### config.mk
export PLATFORM = sky130hd
export DESIGN_NAME = tli_alu
export DESIGN_NICKNAME = d
export VERILOG_FILES = /design/src/hw/rtl/tli_pkg.sv /design/src/hw/rtl/tli_alu.sv
export SDC_FILE = /design/constraint.sdc
export NUM_CORES = 1
export LEC_CHECK = 0
export ABC_AREA = 1
export ABC_CLOCK_PERIOD_IN_PS = 6020
export CORE_MARGIN = 2
export CORE_UTILIZATION = 50
export DETAILED_ROUTE_END_ITERATION = 7
export DONT_BUFFER_PORTS = 1
export GPL_TIMING_DRIVEN = 0
export SLEW_MARGIN = 10
export SYNTH_ARGS = -nofsm -noshare
export SYNTH_HDL_FRONTEND = slang
export SYNTH_SLANG_ARGS = --single-unit
### constraint.sdc
create_clock -name vclk -period 6.02
set_clock_uncertainty 0.2 [all_clocks]
set_input_delay 1.204 -clock vclk [all_inputs]
set_output_delay 1.204 -clock vclk [all_outputs]
set_load 0.005 [all_outputs]
### src/hw/rtl/tli_pkg.sv
`timescale 1ns / 1ps

package tli_pkg;

  localparam int unsigned DATA_W    = 32;
  localparam int unsigned IDX_W     = 6;
  localparam int unsigned CFG_W     = 7;
  localparam int unsigned DIFF_W    = DATA_W + 1;
  localparam int unsigned PROD_W    = 2 * DIFF_W;
  localparam int unsigned ALU_W     = 36;
  localparam int unsigned MUL_STEPS = DIFF_W;
  localparam int unsigned DIV_STEPS = PROD_W;
  localparam int unsigned MIN_ENTRIES = 2;

  localparam logic MODE_WRITE = 1'b0;
  localparam logic MODE_QUERY = 1'b1;

  typedef enum logic [13:0] {
    S_IDLE  = 14'b00000000000001,
    S_LO    = 14'b00000000000010,
    S_HI    = 14'b00000000000100,
    S_CLAMP = 14'b00000000001000,
    S_SCAN  = 14'b00000000010000,
    S_RDLO  = 14'b00000000100000,
    S_RDHI  = 14'b00000001000000,
    S_DEN   = 14'b00000010000000,
    S_DX    = 14'b00000100000000,
    S_DY    = 14'b00001000000000,
    S_ABS   = 14'b00010000000000,
    S_MUL   = 14'b00100000000000,
    S_DIV   = 14'b01000000000000,
    S_SUM   = 14'b10000000000000
  } state_e;

  // Sign extension of a table word or a difference onto the shared adder.
  function automatic logic [ALU_W-1:0] sext_data(input logic [DATA_W-1:0] v);
    return {{(ALU_W - DATA_W){v[DATA_W-1]}}, v};
  endfunction

  function automatic logic [ALU_W-1:0] sext_diff(input logic [DIFF_W-1:0] v);
    return {{(ALU_W - DIFF_W){v[DIFF_W-1]}}, v};
  endfunction

endpackage

### src/hw/rtl/tli_alu.sv
`timescale 1ns / 1ps

module tli_alu (
  input  logic [tli_pkg::ALU_W-1:0] a_i,
  input  logic [tli_pkg::ALU_W-1:0] b_i,
  input  logic                      sub_i,
  output logic [tli_pkg::ALU_W-1:0] sum_o
);
  import tli_pkg::*;

  // Two's complement add or subtract; the sequencer's data compares read the sign.
  assign sum_o = a_i + (sub_i ? ~b_i : b_i) + ALU_W'(sub_i);

endmodule

# Word-level counts from Yosys, hierarchy flattened
# Cells that the tools add are included.
[word_totals]
ff_bits = 0
inputBits = 73
out_inout_bits = 36
elab_cells = 4
[op_classes]
addsub = 2
n_mux = 1
bitwise_logic = 1
[op_table]
columns = ["cell", "n"]
rows = [
  ["$add A36 B1 Y36", 1],
  ["$add A36 B36 Y36", 1],
  ["$mux W36", 1],
  ["$not A36 Y36", 1],
]

# Longest topological paths before layout
[logic_depth]
ltp_word = 4
mapped_depth = 17
mapped_depth_nobuf = 16

# Worst setup path before layout
# OpenSTA, ideal clock, no wires.
[synth_timing]
kind = "in2out"
start = "input port sub_i"
end = "output port sum_o[35] in the netlist's numbering"
arrival_ns = 2.847
required_time_ns = 4.616
setup_slack_ns = 1.769
path_stages = 13
path_buffers = 2
cell_sequence = "buf_4 -> buf_2 -> xor2_1 -> ha_1 -> nand2_2 -> nor2_1 -> nand2_1 -> nand3b_1 -> nand3_2 -> nand2_1 -> nand2_1 -> nand2_1 -> nand2_1"
[synth_between]
elab_chain_len = 3
[synth_lines]
columns = ["item", "line_no", "rtl"]
rows = [
  ["from (decl)", "tli_alu.sv:6", "input logic sub_i,"],
  ["$mux W36", "tli_alu.sv:12", "assign sum_o = a_i + (sub_i ? ~b_i : b_i) + ALU_W'(sub_i);"],
  ["$add A36 B36 Y36", "tli_alu.sv:12", ""],
  ["$add A36 B1 Y36 (*)", "tli_alu.sv:12", ""],
  ["to (decl)", "tli_alu.sv:7", "output logic [tli_pkg::ALU_W-1:0] sum_o"],
]
# Every way passes the cells marked *; elsewhere a longest branch is shown, timed or not.

# Final worst setup path
[layout_timing]
start = "input port sub_i"
end = "output port sum_o[28] in the netlist's numbering"
# Same word-level chain as after synthesis.

==> flow_summary.html <==
<table>
<tr><th>Metric</th><th>Value</th></tr>
<tr><th colspan="2">Finish</th></tr>
<tr><td>Growth of design area from synthesis to finish</td><td>3.09%</td></tr>
<tr><td>Most frequent cells in the layout</td><td>nand2_1, inv_1, nor2_1</td></tr>
<tr><td>Post-Layout Cell Count</td><td>638</td></tr>
<tr><td>Sequential cell area</td><td>0 µm²</td></tr>
<tr><td>Most common library cell in the layout ignoring fill and taps</td><td>nand2_1</td></tr>
<tr><td>Post-Layout Inst Area</td><td>3010 µm²</td></tr>
<tr><td>Number of nets in the final layout</td><td>676</td></tr>
<tr><td>Post-route core utilization</td><td>0.540</td></tr>
<tr><td>Number of fill cells</td><td>657</td></tr>
<tr><td>Share of cells above drive strength 1</td><td>0.0442</td></tr>
<tr><td>Diodes inserted</td><td>0</td></tr>
<tr><td>Number of clock buffers in the layout</td><td>0</td></tr>
<tr><td>FF+latch count</td><td>0</td></tr>
<tr><th colspan="2">Critical path</th></tr>
<tr><td>Category of cells accounting for the largest share of critical-path delay</td><td>simple AND/OR/NAND/NOR gates</td></tr>
<tr><td>Critical path class</td><td>in2out</td></tr>
<tr><td>Buffers and inverters on the worst path</td><td>2</td></tr>
<tr><td>Start point of the critical path</td><td>sub_i</td></tr>
<tr><td>Data arrival time at the worst-slack endpoint</td><td>3.25 ns</td></tr>
<tr><td>CP Cell Sequence</td><td>buf_4, buf_2, xor2_1, ha_1, a21oi_1, nor2_1, nor2_1, nand2_1, nand2_1, nand2_1, nand2_1, nand2_1, nand2_1, nand2_1</td></tr>
<tr><td>Largest driver fanout on the critical path</td><td>10</td></tr>
<tr><td>Cell with the largest stage delay on the worst path</td><td>buf_2</td></tr>
<tr><td>Critical path startpoint category</td><td>input port</td></tr>
<tr><td>Maximum cell stage delay along the critical path</td><td>0.35 ns</td></tr>
<tr><td>Critical path's most frequent cell</td><td>nand2_1</td></tr>
<tr><td>Required time worst endpoint</td><td>4.62 ns</td></tr>
<tr><td>Capturing element type of the critical path</td><td>output pin</td></tr>
<tr><th colspan="2">Floorplanning</th></tr>
<tr><td>Width of the die</td><td>80.4 µm</td></tr>
<tr><td>Die H</td><td>80.4 µm</td></tr>
<tr><td>Die Outline Area</td><td>6460 µm²</td></tr>
<tr><td>Floorplan row count</td><td>27</td></tr>
<tr><td>Starting density of the core</td><td>0.524</td></tr>
<tr><td>Ports placed on the boundary</td><td>109</td></tr>
<tr><td>Core region area</td><td>5570 µm²</td></tr>
<tr><th colspan="2">Worst hold path</th></tr>
<tr><td>Classification of the worst-slack hold path</td><td>in2out</td></tr>
<tr><td>Hold wc startpoint</td><td>a_i[0]</td></tr>
<tr><td>Cell depth of the worst min-delay path</td><td>2</td></tr>
<tr><td>Hold worst-path end</td><td>sum_o[0]</td></tr>
<tr><th colspan="2">GRT</th></tr>
<tr><td>Number of global-route vias before repair</td><td>2808</td></tr>
<tr><td>Final global-route overflow total</td><td>0</td></tr>
<tr><td>Number of antenna violations at the first check in global routing</td><td>0</td></tr>
<tr><td>Maximum number of pins on one net before global-route repair</td><td>11</td></tr>
<tr><td>Total Routing Usage GR</td><td>0.248</td></tr>
<tr><td>Wire length of the first global-routing pass</td><td>12.9 mm</td></tr>
<tr><th colspan="2">Logic synthesis</th></tr>
<tr><td>Synth Instances</td><td>566</td></tr>
<tr><td>Compound-Gate Fraction of Synth Area</td><td>0.101</td></tr>
<tr><td>Mux share of post-synthesis cell area</td><td>0</td></tr>
<tr><td>Area fraction in and, or, nand and nor cells after synthesis</td><td>0.436</td></tr>
<tr><td>Syn avg cell area</td><td>5.16 µm²</td></tr>
<tr><td>Share of the yosys chip area belonging to registers</td><td>0</td></tr>
<tr><td>YS warnings</td><td>0</td></tr>
<tr><td>Adder and majority gate portion of the synthesized area</td><td>0.153</td></tr>
<tr><td>Synth Area in XOR/XNOR</td><td>0.162</td></tr>
<tr><td>Synthesized Nets</td><td>674</td></tr>
<tr><td>Post-Synthesis Cell Area</td><td>2920 µm²</td></tr>
<tr><td>Number of different library cells in the post-synthesis netlist</td><td>24</td></tr>
<tr><td>Dominant combinational cell family by area after synthesis</td><td>simple AND/OR/NAND/NOR gates</td></tr>
<tr><th colspan="2">Detailed routing</th></tr>
<tr><td>Initial drt markers</td><td>197</td></tr>
<tr><td>First-pass iteration count of the detailed router</td><td>5</td></tr>
<tr><td>DR vias</td><td>3233</td></tr>
<tr><td>Routed Wire Length</td><td>8.15 mm</td></tr>
<tr><td>Count of unresolved DRC violations after routing</td><td>0</td></tr>
<tr><td>Number of nets with antenna violations after routing</td><td>0</td></tr>
<tr><td>Average vias per placed instance</td><td>5.07</td></tr>
<tr><td>DR WL/cell</td><td>12.8 µm</td></tr>
<tr><th colspan="2">STA</th></tr>
<tr><td>Min cycle time layout</td><td>4.65 ns</td></tr>
<tr><td>Setup repair after global routing missed its margin</td><td>no</td></tr>
<tr><td>Final setup violation count</td><td>0</td></tr>
<tr><td>Part of the cycle the worst path needs</td><td>0.772</td></tr>
<tr><td>Max-slew violation count</td><td>0</td></tr>
<tr><td>Final total negative setup slack</td><td>0 ns</td></tr>
<tr><td>Relative slew margins</td><td>0.763</td></tr>
<tr><td>Achievable clock frequency</td><td>0.215 GHz</td></tr>
<tr><td>Hold Violations, Final</td><td>0</td></tr>
<tr><td>Worst Max-Slew Pin Slew</td><td>0.352 ns</td></tr>
<tr><th colspan="2">Clock tree</th></tr>
<tr><td># hold bufs at CTS</td><td>0</td></tr>
<tr><td>Setup fix buffers added after clock tree synthesis</td><td>0</td></tr>
<tr><td>Post_cts resized</td><td>0</td></tr>
<tr><th colspan="2">Placement</th></tr>
<tr><td>Routability congestion estimate from global placement</td><td>0.908</td></tr>
<tr><td>Cell Area, Placed</td><td>3010 µm²</td></tr>
<tr><td>Half-perimeter wire length of the detailed placement result</td><td>7.27 mm</td></tr>
<tr><td>Number of buffer cells added on primary ports</td><td>0</td></tr>
<tr><td>Cell count after placement</td><td>638</td></tr>
<tr><th colspan="2">Power and ir drop</th></tr>
<tr><td>Leak Pwr</td><td>1.86 nW</td></tr>
<tr><td>IR Drop Worst-Case VDD</td><td>0.0761 mV</td></tr>
<tr><td>Total Power Consumption</td><td>0.428 mW</td></tr>
<tr><td>Power density relative to cell area</td><td>142 nW/µm²</td></tr>
<tr><th colspan="2">Outcome</th></tr>
<tr><td>Outcome</td><td>completed</td></tr>
<tr><th colspan="2">Job</th></tr>
<tr><td>Number of max-capacitance violations reported</td><td>0</td></tr>
</table>
-- power breakdown --
part | switching, mW | total (mW) | internal, mW
logic | 0.283 | 0.428 | 0.145
registers | 0 | 0 | 0
clock network | 0 | 0 | 0
total | 0.283 | 0.428 | 0.145
-- cell type report --
cell class | count | area (µm²) | area share
tap | 72 | 90.1 | 0.0299
inverter | 109 | 409 | 0.136
buffer | 4 | 22.5 | 0.00748
multi-input combinational | 453 | 2490 | 0.827
-- synthesized netlist by cell type --
| cell | count | area (µm²) |
|---|---|---|
| a21oi_1 | 34 | 170 |
| a31oi_1 | 2 | 12.5 |
| and2_4 | 1 | 8.76 |
| buf_2 | 3 | 15.0 |
| buf_4 | 1 | 7.51 |
| fa_1 | 1 | 20.0 |
| ha_1 | 34 | 425 |
| inv_1 | 108 | 405 |
| inv_2 | 1 | 3.75 |
| nand2_1 | 202 | 758 |
| nand2_2 | 12 | 75.1 |
| nand2b_1 | 1 | 6.26 |
| nand3_1 | 19 | 95.1 |
| nand3_2 | 5 | 50.1 |
| nand3b_1 | 1 | 7.51 |
| nand4_1 | 3 | 18.8 |
| nor2_1 | 51 | 191 |
| nor2_2 | 2 | 12.5 |
| nor3_1 | 10 | 50.1 |
| o21a_1 | 1 | 7.51 |
| o21ai_0 | 18 | 90.1 |
| o21bai_1 | 2 | 15.0 |
| xnor2_1 | 6 | 52.6 |
| xor2_1 | 48 | 420 |
-- kinds of logic (layout without fill, tap and decap cells) --
group,after synthesis,count (layout)
AO/OA/AOI/OAI,57,57
XOR/XNOR,54,54
adder cells (fa/ha/maj),35,35
buffers and inverters,113,113
AND/OR/NAND/NOR,307,307
-- through the flow --
| stage | setup WS (ns) | hold slack (ns) |
|---|---|---|
| 6_report | 1.37 | 2.31 |
| 5_1_grt | 1.15 | 2.32 |
| 4_1_cts | 1.38 | 2.31 |
| 3_5_place_dp | 1.37 | 2.31 |
| 3_3_place_gp | 1.41 | 2.31 |
| 2_1_floorplan | 1.77 | 2.30 |
-- per-layer routing --
layer	global-route usage	routed length, µm	vias to the layer above
li1	-	-	1741
met1	0.365	4140	1399
met2	0.415	3470	93
met3	0.0191	550	0
met4	0	0	0
met5	0	0	-
-- worst max path at each step --
stage / cells past startpoint / endpoint / slack (ns)
2_1_floorplan: 13 / sum_o[35] / 1.77
3_3_place_gp: 14 / sum_o[28] / 1.41
3_5_place_dp: 13 / sum_o[29] / 1.37
4_1_cts: 13 / sum_o[29] / 1.38
5_1_grt: 16 / sum_o[31] / 1.15
6_report: 14 / sum_o[28] / 1.37
(Power assumes the default switching activity.)
